<file path="src/design/apa_pkg.sv">
// ============================================================================
// Address pool allocator package
// Shared codes, state encoding and memory control struct.
// ============================================================================
package apa_pkg;

    localparam int ADDR_W          = 32;
    localparam int CFG_IDX_W       = 2;
    localparam int HOST_BITS_W     = 4;
    localparam int MIN_HOST_BITS   = 2;

    localparam logic [HOST_BITS_W-1:0] HOST_BITS_RESET = 4'd10;

    // request kinds
    localparam logic KIND_ALLOC   = 1'b0;
    localparam logic KIND_RELEASE = 1'b1;

    // configuration register indexes
    localparam logic [CFG_IDX_W-1:0] REG_NETWORK_PREFIX = 2'd0;
    localparam logic [CFG_IDX_W-1:0] REG_HOST_BITS      = 2'd1;

    typedef enum logic [1:0] {
        STATUS_OK          = 2'd0,
        STATUS_NO_FREE     = 2'd1,
        STATUS_BAD_RELEASE = 2'd2
    } status_t;

    typedef enum logic [3:0] {
        S_INIT,
        S_IDLE,
        S_LEAF_CHK,
        S_CLIMB,
        S_CLIMB_CHK,
        S_DESC,
        S_ALLOC_SET,
        S_ALLOC_UP,
        S_REL_CHK,
        S_REL_UP,
        S_DONE
    } ctrl_state_t;

    // tree memory port control (addresses travel separately)
    typedef struct packed {
        logic rd_en;
        logic wr_en;
        logic wr_bit;
    } mem_ctl_t;

endpackage

</file>
<file path="src/design/apa_if.sv">
// ============================================================================
// Address pool allocator channels
// Request, result and configuration write channels with valid/ready.
// ============================================================================
interface apa_req_if;
    logic                       valid;
    logic                       ready;
    logic                       kind;
    logic [apa_pkg::ADDR_W-1:0] address;

    modport source (output valid, kind, address, input ready);
    modport sink   (input valid, kind, address, output ready);
endinterface

interface apa_rsp_if #(parameter int COUNT_W = 11);
    logic                       valid;
    logic                       ready;
    apa_pkg::status_t           status;
    logic [apa_pkg::ADDR_W-1:0] assigned_address;
    logic [COUNT_W-1:0]         free_count;

    modport source (output valid, status, assigned_address, free_count, input ready);
    modport sink   (input valid, status, assigned_address, free_count, output ready);
endinterface

interface apa_cfg_if;
    logic                          valid;
    logic                          ready;
    logic [apa_pkg::CFG_IDX_W-1:0] index;
    logic [apa_pkg::ADDR_W-1:0]    data;

    modport source (output valid, index, data, input ready);
    modport sink   (input valid, index, data, output ready);
endinterface

</file>
<file path="src/design/address_pool_allocator.sv">
// ============================================================================
// Address pool allocator
// Hands out host addresses behind a network prefix from a heap-ordered
// full-flag tree held in one synchronous memory.
// ============================================================================
// One request at a time: the next is taken the cycle after the result is
//   registered; a held result stalls the walk in its last state.
// After reset and every host_bits write a sweep rebuilds all 2^(MAX_HOST_BITS+1)-1
//   tree nodes, one node per cycle, with no request taken.
// ============================================================================
module address_pool_allocator #(
    parameter int MAX_HOST_BITS = 10
) (
    input  logic        clk,
    input  logic        rst_n,
    apa_req_if.sink     req,
    apa_rsp_if.source   rsp,
    apa_cfg_if.sink     cfg
);

    localparam int NW = MAX_HOST_BITS + 1;

    // configuration registers
    logic [apa_pkg::ADDR_W-1:0]      prefix_reg, prefix_next;
    logic [apa_pkg::HOST_BITS_W-1:0] host_bits_reg, host_bits_next;

    logic                            cfg_open;
    logic                            cfg_write;
    logic                            init_start;

    // tree memory port
    apa_pkg::mem_ctl_t               mem_ctl;
    logic [NW-1:0]                   rd_addr;
    logic [NW-1:0]                   wr_addr;
    logic                            rd_data;

    // Writes are taken while idle or during the init sweep.
    assign cfg.ready  = cfg_open;
    assign cfg_write  = cfg.valid && cfg_open;
    assign init_start = cfg_write && (cfg.index == apa_pkg::REG_HOST_BITS);

    // register decode; indexes past the list are ignored
    always_comb
    begin
        prefix_next    = prefix_reg;
        host_bits_next = host_bits_reg;
        if (cfg_write)
        begin
            unique case (cfg.index)
                apa_pkg::REG_NETWORK_PREFIX: prefix_next    = cfg.data;
                apa_pkg::REG_HOST_BITS:      host_bits_next = cfg.data[apa_pkg::HOST_BITS_W-1:0];
                default:                     prefix_next    = prefix_reg;
            endcase
        end
    end

    always_ff @(posedge clk or negedge rst_n)
    begin
        if (!rst_n)
        begin
            prefix_reg    <= '0;
            host_bits_reg <= apa_pkg::HOST_BITS_RESET;
        end
        else
        begin
            prefix_reg    <= prefix_next;
            host_bits_reg <= host_bits_next;
        end
    end

    // Sequencer: init sweep, lowest-free search, path update, result register.
    apa_ctrl #(
        .MAX_HOST_BITS (MAX_HOST_BITS)
    ) u_ctrl (
        .clk            (clk),
        .rst_n          (rst_n),
        .init_start     (init_start),
        .network_prefix (prefix_reg),
        .host_bits      (host_bits_reg),
        .cfg_open       (cfg_open),
        .req            (req),
        .rsp            (rsp),
        .mem_ctl        (mem_ctl),
        .rd_addr        (rd_addr),
        .wr_addr        (wr_addr),
        .rd_data        (rd_data)
    );

    // Node 1 is the root; leaves sit at 2^MAX_HOST_BITS + host. A leaf holds
    // its busy bit, an inner node the AND of its children.
    apa_tree_mem #(
        .AW (NW)
    ) u_tree_mem (
        .clk     (clk),
        .mem_ctl (mem_ctl),
        .rd_addr (rd_addr),
        .wr_addr (wr_addr),
        .rd_data (rd_data)
    );

endmodule

</file>
<file path="src/design/apa_tree_mem.sv">
// ============================================================================
// Tree memory
// One bit per heap node: full flag for inner nodes, busy flag for leaves.
// One write port, one read port, registered read data.
// ============================================================================
module apa_tree_mem #(
    parameter int AW = 11
) (
    input  logic                      clk,
    input  apa_pkg::mem_ctl_t         mem_ctl,
    input  logic [AW-1:0]             rd_addr,
    input  logic [AW-1:0]             wr_addr,
    output logic                      rd_data
);

    localparam int DEPTH = 2 ** AW;

    logic mem_array [DEPTH];
    logic rd_data_reg;

    always_ff @(posedge clk)
    begin
        if (mem_ctl.wr_en)
        begin
            mem_array[wr_addr] <= mem_ctl.wr_bit;
        end
    end

    always_ff @(posedge clk)
    begin
        if (mem_ctl.rd_en)
        begin
            rd_data_reg <= mem_array[rd_addr];
        end
    end

    assign rd_data = rd_data_reg;

endmodule

</file>
<file path="src/design/apa_ctrl.sv">
// ============================================================================
// Allocator sequencer
// Init sweep, find-first-free walk, tree update, free count, result register.
// ============================================================================
module apa_ctrl #(
    parameter int MAX_HOST_BITS = 10
) (
    input  logic                              clk,
    input  logic                              rst_n,
    input  logic                              init_start,
    input  logic [apa_pkg::ADDR_W-1:0]        network_prefix,
    input  logic [apa_pkg::HOST_BITS_W-1:0]   host_bits,
    output logic                              cfg_open,
    apa_req_if.sink                           req,
    apa_rsp_if.source                         rsp,
    output apa_pkg::mem_ctl_t                 mem_ctl,
    output logic [MAX_HOST_BITS:0]            rd_addr,
    output logic [MAX_HOST_BITS:0]            wr_addr,
    input  logic                              rd_data
);

    localparam int NW = MAX_HOST_BITS + 1;          // heap node index
    localparam int LW = MAX_HOST_BITS;              // host index
    localparam int CW = MAX_HOST_BITS + 1;          // free count
    localparam int EW = $clog2(MAX_HOST_BITS + 1);  // effective host bits / level

    apa_pkg::ctrl_state_t state_reg, state_next;

    logic [NW-1:0]              node_reg, node_next;
    logic                       cv_reg, cv_next;
    logic [LW-1:0]              host_reg, host_next;
    logic [LW-1:0]              found_reg, found_next;
    logic                       kind_reg, kind_next;
    apa_pkg::status_t           res_status_reg, res_status_next;
    logic [CW-1:0]              free_total_reg, free_total_next;
    logic [EW-1:0]              lvl_reg, lvl_next;
    logic [LW-1:0]              off_reg, off_next;

    logic                       out_valid_reg, out_valid_next;
    apa_pkg::status_t           out_status_reg, out_status_next;
    logic [apa_pkg::ADDR_W-1:0] out_addr_reg, out_addr_next;
    logic [CW-1:0]              out_count_reg, out_count_next;

    logic [EW-1:0]              eff;
    logic [NW-1:0]              size;
    logic [LW-1:0]              mask_h;
    logic [LW-1:0]              req_host;
    logic [NW-1:0]              leaf_node;
    logic [NW-1:0]              sib_node;
    logic [NW-1:0]              child_node;
    logic [NW-1:0]              parent_node;
    logic [NW-1:0]              init_node;
    logic [LW-1:0]              init_lo;
    logic [NW-1:0]              init_lo_ext;
    logic [LW-1:0]              level_top;
    logic                       init_full;
    logic                       slot_free;
    logic                       ok_alloc;
    logic                       ok_release;

    // effective pool geometry
    always_comb
    begin
        if (int'(host_bits) < apa_pkg::MIN_HOST_BITS)
            eff = EW'(apa_pkg::MIN_HOST_BITS);
        else if (int'(host_bits) > MAX_HOST_BITS)
            eff = EW'(MAX_HOST_BITS);
        else
            eff = EW'(host_bits);
        size   = NW'(1) << eff;
        mask_h = LW'(size - NW'(1));
    end

    assign req_host    = req.address[LW-1:0] & mask_h;
    assign leaf_node   = {1'b1, host_reg};
    assign sib_node    = node_reg | NW'(1);
    assign child_node  = {node_reg[NW-2:0], rd_data};
    assign parent_node = node_reg >> 1;

    // init sweep: node at (level, offset) covers an aligned run of leaves
    assign init_node   = (NW'(1) << lvl_reg) | NW'(off_reg);
    assign init_lo     = LW'(off_reg << (EW'(MAX_HOST_BITS) - lvl_reg));
    assign init_lo_ext = {1'b0, init_lo};
    assign level_top   = LW'((NW'(1) << lvl_reg) - NW'(1));

    // full when the run lies beyond the pool, is a reserved leaf, or is the
    // pair of reserved hosts at the top of the pool
    assign init_full =
        (init_lo_ext >= size) ||
        ((lvl_reg == EW'(MAX_HOST_BITS)) &&
         ((init_lo == '0) || (init_lo_ext == NW'(size - NW'(2))) ||
          (init_lo_ext == NW'(size - NW'(1))))) ||
        ((lvl_reg == EW'(MAX_HOST_BITS - 1)) && (init_lo_ext == NW'(size - NW'(2))));

    assign slot_free  = !out_valid_reg || rsp.ready;
    assign ok_alloc   = (res_status_reg == apa_pkg::STATUS_OK) && (kind_reg == apa_pkg::KIND_ALLOC);
    assign ok_release = (res_status_reg == apa_pkg::STATUS_OK) && (kind_reg == apa_pkg::KIND_RELEASE);

    always_comb
    begin
        state_next      = state_reg;
        node_next       = node_reg;
        cv_next         = cv_reg;
        host_next       = host_reg;
        found_next      = found_reg;
        kind_next       = kind_reg;
        res_status_next = res_status_reg;
        free_total_next = free_total_reg;
        lvl_next        = lvl_reg;
        off_next        = off_reg;
        out_valid_next  = out_valid_reg && !rsp.ready;
        out_status_next = out_status_reg;
        out_addr_next   = out_addr_reg;
        out_count_next  = out_count_reg;
        mem_ctl         = '0;
        rd_addr         = '0;
        wr_addr         = '0;
        req.ready       = 1'b0;
        cfg_open        = 1'b0;

        unique case (state_reg)
            apa_pkg::S_INIT:
            begin
                cfg_open       = 1'b1;
                mem_ctl.wr_en  = 1'b1;
                mem_ctl.wr_bit = init_full;
                wr_addr        = init_node;
                if (off_reg == level_top)
                begin
                    off_next = '0;
                    lvl_next = lvl_reg + EW'(1);
                    if (lvl_reg == EW'(MAX_HOST_BITS))
                    begin
                        free_total_next = CW'(size - NW'(3));
                        state_next      = apa_pkg::S_IDLE;
                    end
                end
                else
                begin
                    off_next = off_reg + LW'(1);
                end
            end

            apa_pkg::S_IDLE:
            begin
                // a host_bits write in the same cycle wins; the request waits
                cfg_open  = 1'b1;
                req.ready = !init_start;
                if (req.valid && !init_start)
                begin
                    kind_next = req.kind;
                    host_next = req_host;
                    if (req.kind == apa_pkg::KIND_ALLOC)
                    begin
                        mem_ctl.rd_en = 1'b1;
                        rd_addr       = {1'b1, req_host};
                        state_next    = apa_pkg::S_LEAF_CHK;
                    end
                    else if ((req_host == '0) || (req_host >= mask_h - LW'(1)))
                    begin
                        res_status_next = apa_pkg::STATUS_BAD_RELEASE;
                        state_next      = apa_pkg::S_DONE;
                    end
                    else
                    begin
                        mem_ctl.rd_en = 1'b1;
                        rd_addr       = {1'b1, req_host};
                        state_next    = apa_pkg::S_REL_CHK;
                    end
                end
            end

            apa_pkg::S_LEAF_CHK:
            begin
                node_next = leaf_node;
                if (!rd_data)
                    state_next = apa_pkg::S_ALLOC_SET;
                else
                    state_next = apa_pkg::S_CLIMB;
            end

            apa_pkg::S_CLIMB:
            begin
                if (node_reg == NW'(1))
                begin
                    res_status_next = apa_pkg::STATUS_NO_FREE;
                    state_next      = apa_pkg::S_DONE;
                end
                else if (!node_reg[0])
                begin
                    // left child: look at the right sibling
                    mem_ctl.rd_en = 1'b1;
                    rd_addr       = sib_node;
                    state_next    = apa_pkg::S_CLIMB_CHK;
                end
                else
                begin
                    node_next = parent_node;
                end
            end

            apa_pkg::S_CLIMB_CHK:
            begin
                if (!rd_data)
                begin
                    node_next = sib_node;
                    if (sib_node[NW-1])
                    begin
                        state_next = apa_pkg::S_ALLOC_SET;
                    end
                    else
                    begin
                        mem_ctl.rd_en = 1'b1;
                        rd_addr       = {sib_node[NW-2:0], 1'b0};
                        state_next    = apa_pkg::S_DESC;
                    end
                end
                else
                begin
                    node_next  = parent_node;
                    state_next = apa_pkg::S_CLIMB;
                end
            end

            apa_pkg::S_DESC:
            begin
                // rd_data is the left child's full flag
                node_next = child_node;
                if (child_node[NW-1])
                begin
                    state_next = apa_pkg::S_ALLOC_SET;
                end
                else
                begin
                    mem_ctl.rd_en = 1'b1;
                    rd_addr       = {child_node[NW-2:0], 1'b0};
                end
            end

            apa_pkg::S_ALLOC_SET:
            begin
                mem_ctl.wr_en  = 1'b1;
                mem_ctl.wr_bit = 1'b1;
                wr_addr        = node_reg;
                mem_ctl.rd_en  = 1'b1;
                rd_addr        = node_reg ^ NW'(1);
                found_next     = node_reg[LW-1:0];
                cv_next        = 1'b1;
                state_next     = apa_pkg::S_ALLOC_UP;
            end

            apa_pkg::S_ALLOC_UP:
            begin
                // parent full = this child full and its sibling full
                mem_ctl.wr_en  = 1'b1;
                mem_ctl.wr_bit = cv_reg & rd_data;
                wr_addr        = parent_node;
                cv_next        = cv_reg & rd_data;
                node_next      = parent_node;
                if (parent_node == NW'(1))
                begin
                    res_status_next = apa_pkg::STATUS_OK;
                    state_next      = apa_pkg::S_DONE;
                end
                else
                begin
                    mem_ctl.rd_en = 1'b1;
                    rd_addr       = parent_node ^ NW'(1);
                end
            end

            apa_pkg::S_REL_CHK:
            begin
                if (!rd_data)
                begin
                    res_status_next = apa_pkg::STATUS_BAD_RELEASE;
                    state_next      = apa_pkg::S_DONE;
                end
                else
                begin
                    mem_ctl.wr_en  = 1'b1;
                    mem_ctl.wr_bit = 1'b0;
                    wr_addr        = leaf_node;
                    node_next      = leaf_node >> 1;
                    state_next     = apa_pkg::S_REL_UP;
                end
            end

            apa_pkg::S_REL_UP:
            begin
                // a freed leaf clears every ancestor
                mem_ctl.wr_en  = 1'b1;
                mem_ctl.wr_bit = 1'b0;
                wr_addr        = node_reg;
                node_next      = parent_node;
                if (node_reg == NW'(1))
                begin
                    res_status_next = apa_pkg::STATUS_OK;
                    state_next      = apa_pkg::S_DONE;
                end
            end

            apa_pkg::S_DONE:
            begin
                if (slot_free)
                begin
                    if (ok_alloc)
                        free_total_next = free_total_reg - CW'(1);
                    else if (ok_release)
                        free_total_next = free_total_reg + CW'(1);
                    out_valid_next  = 1'b1;
                    out_status_next = res_status_reg;
                    out_addr_next   = ok_alloc ?
                        (network_prefix & ~apa_pkg::ADDR_W'(mask_h)) +
                        apa_pkg::ADDR_W'(found_reg) : '0;
                    out_count_next  = ok_alloc ? free_total_reg - CW'(1) :
                                      ok_release ? free_total_reg + CW'(1) :
                                      free_total_reg;
                    state_next      = apa_pkg::S_IDLE;
                end
            end

            default:
            begin
                state_next = apa_pkg::S_INIT;
            end
        endcase

        // host_bits write restarts the sweep
        if (init_start)
        begin
            state_next = apa_pkg::S_INIT;
            lvl_next   = '0;
            off_next   = '0;
        end
    end

    always_ff @(posedge clk or negedge rst_n)
    begin
        if (!rst_n)
        begin
            state_reg     <= apa_pkg::S_INIT;
            lvl_reg       <= '0;
            off_reg       <= '0;
            out_valid_reg <= 1'b0;
        end
        else
        begin
            state_reg     <= state_next;
            lvl_reg       <= lvl_next;
            off_reg       <= off_next;
            out_valid_reg <= out_valid_next;
        end
    end

    always_ff @(posedge clk)
    begin
        node_reg       <= node_next;
        cv_reg         <= cv_next;
        host_reg       <= host_next;
        found_reg      <= found_next;
        kind_reg       <= kind_next;
        res_status_reg <= res_status_next;
        free_total_reg <= free_total_next;
        out_status_reg <= out_status_next;
        out_addr_reg   <= out_addr_next;
        out_count_reg  <= out_count_next;
    end

    assign rsp.valid            = out_valid_reg;
    assign rsp.status           = out_status_reg;
    assign rsp.assigned_address = out_addr_reg;
    assign rsp.free_count       = out_count_reg;

    // ------------------------------------------------------------------
    // Assertions
    // ------------------------------------------------------------------
    a_no_rw_collision: assert property (@(posedge clk) disable iff (!rst_n)
        (mem_ctl.rd_en && mem_ctl.wr_en) |-> (rd_addr != wr_addr))
        else $error("tree memory read and write hit the same node");

    a_set_on_leaf: assert property (@(posedge clk) disable iff (!rst_n)
        (state_reg == apa_pkg::S_ALLOC_SET) |-> node_reg[NW-1])
        else $error("allocation marks a non-leaf node");

    a_count_bound: assert property (@(posedge clk) disable iff (!rst_n)
        (state_reg == apa_pkg::S_IDLE) |-> (free_total_reg <= CW'(size - NW'(3))))
        else $error("free count above pool capacity");

    a_done_holds: assert property (@(posedge clk) disable iff (!rst_n)
        (state_reg == apa_pkg::S_DONE && out_valid_reg && !rsp.ready && !init_start)
        |=> (state_reg == apa_pkg::S_DONE))
        else $error("result dropped while output register busy");

endmodule

</file>
<file path="src/flat_wrapper.sv">
// flat-port wrapper written by rule: the top's interface ports become plain ports
module address_pool_allocator_flat 
#(
    parameter int MAX_HOST_BITS = 10
)
  (clk, rst_n, req_valid, req_kind, req_address, req_ready, rsp_valid, rsp_status, rsp_assigned_address, rsp_free_count, rsp_ready, cfg_valid, cfg_index, cfg_data, cfg_ready);
  apa_req_if req_i ();
  apa_rsp_if #(.COUNT_W((11))) rsp_i ();
  apa_cfg_if cfg_i ();
  input  logic clk;
  input  logic rst_n;
  input wire logic [$bits(req_i.valid)-1:0] req_valid;
  input wire logic [$bits(req_i.kind)-1:0] req_kind;
  input wire logic [$bits(req_i.address)-1:0] req_address;
  output wire logic [$bits(req_i.ready)-1:0] req_ready;
  output wire logic [$bits(rsp_i.valid)-1:0] rsp_valid;
  output wire logic [$bits(rsp_i.status)-1:0] rsp_status;
  output wire logic [$bits(rsp_i.assigned_address)-1:0] rsp_assigned_address;
  output wire logic [$bits(rsp_i.free_count)-1:0] rsp_free_count;
  input wire logic [$bits(rsp_i.ready)-1:0] rsp_ready;
  input wire logic [$bits(cfg_i.valid)-1:0] cfg_valid;
  input wire logic [$bits(cfg_i.index)-1:0] cfg_index;
  input wire logic [$bits(cfg_i.data)-1:0] cfg_data;
  output wire logic [$bits(cfg_i.ready)-1:0] cfg_ready;
  assign req_i.valid = req_valid;
  assign req_i.kind = req_kind;
  assign req_i.address = req_address;
  assign req_ready = req_i.ready;
  assign rsp_valid = rsp_i.valid;
  assign rsp_status = rsp_i.status;
  assign rsp_assigned_address = rsp_i.assigned_address;
  assign rsp_free_count = rsp_i.free_count;
  assign rsp_i.ready = rsp_ready;
  assign cfg_i.valid = cfg_valid;
  assign cfg_i.index = cfg_index;
  assign cfg_i.data = cfg_data;
  assign cfg_ready = cfg_i.ready;
  address_pool_allocator #(.MAX_HOST_BITS(MAX_HOST_BITS)) u_core (.clk(clk), .rst_n(rst_n), .req(req_i), .rsp(rsp_i), .cfg(cfg_i));
endmodule
</file>
<file path="config.mk">
export PLATFORM = sky130hd
export DESIGN_NAME = address_pool_allocator_flat
export DESIGN_NICKNAME = d
export VERILOG_FILES = /design/src/design/apa_pkg.sv /design/src/design/apa_if.sv /design/src/design/address_pool_allocator.sv /design/src/design/apa_tree_mem.sv /design/src/design/apa_ctrl.sv /design/src/flat_wrapper.sv
export SDC_FILE = /design/constraint.sdc
export NUM_CORES = 2
export LEC_CHECK = 0
export ABC_AREA = 0
export BUFFER_PORTS_ARGS = -buffer_cell sky130_fd_sc_hd__buf_4
export CORE_UTILIZATION = 38
export CTS_CLUSTER_DIAMETER = 100
export DETAILED_ROUTE_END_ITERATION = 7
export SETUP_SLACK_MARGIN = 0.5
export SLEW_MARGIN = 20
export SYNTH_ARGS = -nofsm -noshare
export SYNTH_HDL_FRONTEND = slang
export SYNTH_SLANG_ARGS = --single-unit
</file>
<file path="constraint.sdc">
create_clock -name clk -period 73.9 [get_ports clk]
set_input_delay 7.39 -clock clk [delete_from_list [all_inputs] [get_ports clk]]
set_output_delay 7.39 -clock clk [all_outputs]
set_load 0.02 [all_outputs]
</file>
==> metrics.txt <==
share of the clock period used by the worst path 0.212; Routed met3 length 37100 um; highest fanout seen on the critical path 17; Worst-Margin Slew 1.38 ns; Placed Instances 12019; number of CTS-inserted buffers 224; number of register bits inferred by synthesis 2194; maximum clock rate 63.8 MHz; count leader, synth nor2_1; total global-route track usage 0.249; max FFs per register 2048; time the final worst path needs with I/O delays and setup 15.67 ns; Post-Place Setup Slack 58.23 ns; hold path startpoint u_core.prefix_reg[9]; r2r setup slk 63.45 ns; sink count of the clock tree 2194; gp weighted congestion 0.860; setup violators final 0; highest routing layer actually used met5; Post-synth top cells 2214 x nor2_1, 2140 x edfxtp_1, 1424 x nand2_1; DRC violation total after the first TritonRoute iteration 10725; wire length on met2 158000 um; worst r2r src u_core.host_bits_reg[2]; critical-path cell with the highest stage delay buf_4; total of cells resized after clock tree synthesis 0; Worst Setup Path Type in -> out; WL/cell 27.2 um; overflow left after global routing 0; top post-synthesis cells by area edfxtp_1 64%, nor2_1 8.3%, nand2_1 5.4%; maximum number of pins on one net before global-route repair 299; delay of the slowest cell on the worst path 0.26 ns; maximum resistive drop on vdd 0.0000531 V; Relative slew margins 0.0783; Fillers 24336; via count of the first global-routing pass 69602; non-filler instance count after layout 12455; clock tree from TritonCTS yes; IO buf count 97; proportion of layout cells with a drive suffix above 1 0.0864; area leader, netlist edfxtp_1; Unique masters post-synth 92; total negative slack for setup checks 0 ns; Netlist Area Pre-Place 0.0998 sq mm; worst-case clock buffer depth 3; post-route worst setup slack 58.23 ns; cell row count 187; worst endpoint data arrival time 8.28 ns; violations in the final reports design-rule violations; Min-Delay Path Class reg -> reg; die span in x 515 um; list of cells traversed by the critical path buf_4, nand4b_1, buf_4, and2_1, buf_4; worst path buffer plus inverter count 3; number of instances in the synthesized netlist 9082; max-slew violation total from the final report 0; count of vias placed by the detailed router 74507; sequential element share of the synthesized area 0.657; skew final 0.0304 ns; startpoint type of the worst setup path input port; starting utilization of the core area 0.383; finished layout cell area 0.111 sq mm; family with the most delay on the worst path buffers and inverters; R2R depth 26; initial antenna violation count 16; Layout Area Growth over Synthesis 10.9%; clock edge transition at the registers on the reported setup and hold paths 0.06 ns; Final Hold Vio Count 0; ports placed on the boundary 120; max-capacitance violation count 0; vias per inst 5.98; count of synthesis-stage warnings from yosys 0; post-layout net count 8871; DRC Markers 24; first-pass iteration count of the detailed router 8; Area after DPL 0.104 sq mm; mean cell area of the mapped netlist 11.0 sq um; CP most frequent cell buf_4; Worst EP required 66.51 ns; clock insertion delay at the later pin of the skew report 0.89 ns; unrepaired setup endpoints after global routing no; Routed WL 339000 um; # H-tree levels 4; estimated wirelength of the detail-placed design 174000 um; result of the run complete, but fails checks; Power Dens Cells 42.0 mW/mm^2; area of the core 0.260 sq mm; count of flip-flops with a built-in enable after synthesis 2140; worst r2r dst u_core.u_tree_mem.rd_data; buffer count from post-CTS setup fixing 0; Total Die Area 0.265 sq mm; area share of the largest cell type after synthesis 0.644; global-route wire length before repair 481000 um; # hold bufs at CTS 0; fraction of synthesis flops using an asynchronous set or reset pin 0.0246; reported leakage power 0.0356 uW; antenna viol nets, final 0; endpoint kind of the worst setup timing path output port; Worst Hold End u_core.prefix_reg[9]; Vert. Die Dim 515 um; number of instances on the worst hold path 1; M1 wire length 129000 um; CTS root buf clkbuf_16; leading register cell type out of synthesis edfxtp_1
## worst max path at each step
stage / from / to / slack, ns / depth (start not counted)
global placement: cfg_index[1] / req_ready / 58.25 / 5
floorplan: u_core.u_ctrl.state_reg[0] / u_core.u_tree_mem.mem_array[0] / 4.68 / 5
global route: cfg_index[1] / req_ready / 58.18 / 5
detailed placement: cfg_index[1] / req_ready / 58.23 / 5
CTS: cfg_index[1] / req_ready / 58.23 / 5
finish: cfg_index[1] / req_ready / 58.23 / 5
## through the flow
stage               utilization  hold slack [ns]  total power [uW]
finish                    0.425            0.497              4660
global route              0.425            0.504              4790
CTS                       0.425            0.499              4610
detailed placement        0.398            0.485              3520
global placement          0.398            0.483              3490
floorplan                     -            0.424              4210
## cell families after synthesis
| group | Yosys count | share of synthesized area |
|---|---|---|
| simple gates | 4450 | 0.184 |
| compound gates | 1220 | 0.0885 |
| mux | 230 | 0.0237 |
| other cells | 2 | 0.0000752 |
| xor+xnor | 53 | 0.00472 |
| fa+ha+maj | 46 | 0.00584 |
| buf+inv | 887 | 0.0362 |
| flops | 2194 | 0.657 |
## area by class of cell
cell class,count,area (sq um),area share
Clock buffer,292,5970,0.0539
Clock inverter,129,1050,0.00945
Inverter,42,158,0.00142
Tap cell,3496,4370,0.0395
Multi-Input combinational cell,6010,31300,0.283
Timing Repair Buffer,281,2290,0.0206
Sequential cell,2194,65600,0.592
Antenna cell,11,27.5,0.000248
## power by group
part	switching (uW)	internal, uW	total, uW
registers	41.0	1700	1740
clock network	488	616	1100
logic	1400	412	1820
## cells in the final DEF (no fill, tap or decap), types with 32 or more instances in the layout
master	n
clkbuf_16	229
clkinv_1	54
a31oi_1	145
mux2_2	37
o21ai_0	115
xnor2_1	32
nand2_1	1354
nand3_1	329
buf_4	264
edfxtp_1	2140
nand2_4	32
nor2_1	2194
nand4_1	57
nand2_2	39
and3_1	250
clkbuf_1	63
a21oi_1	180
dfrtp_1	52
a32oi_1	107
a211oi_1	284
nor3_1	37
clkinv_2	42
inv_1	40
ha_1	45
mux2i_1	190
a311oi_1	121
## per-layer routing
metal | GRT usage | vias up
met4 | 0.108 | 8
met5 | 0 | -
met2 | 0.404 | 4215
li1 | - | 31815
met3 | 0.0463 | 725
met1 | 0.324 | 37744
Note: power is estimated with default switching activity, not from simulation.
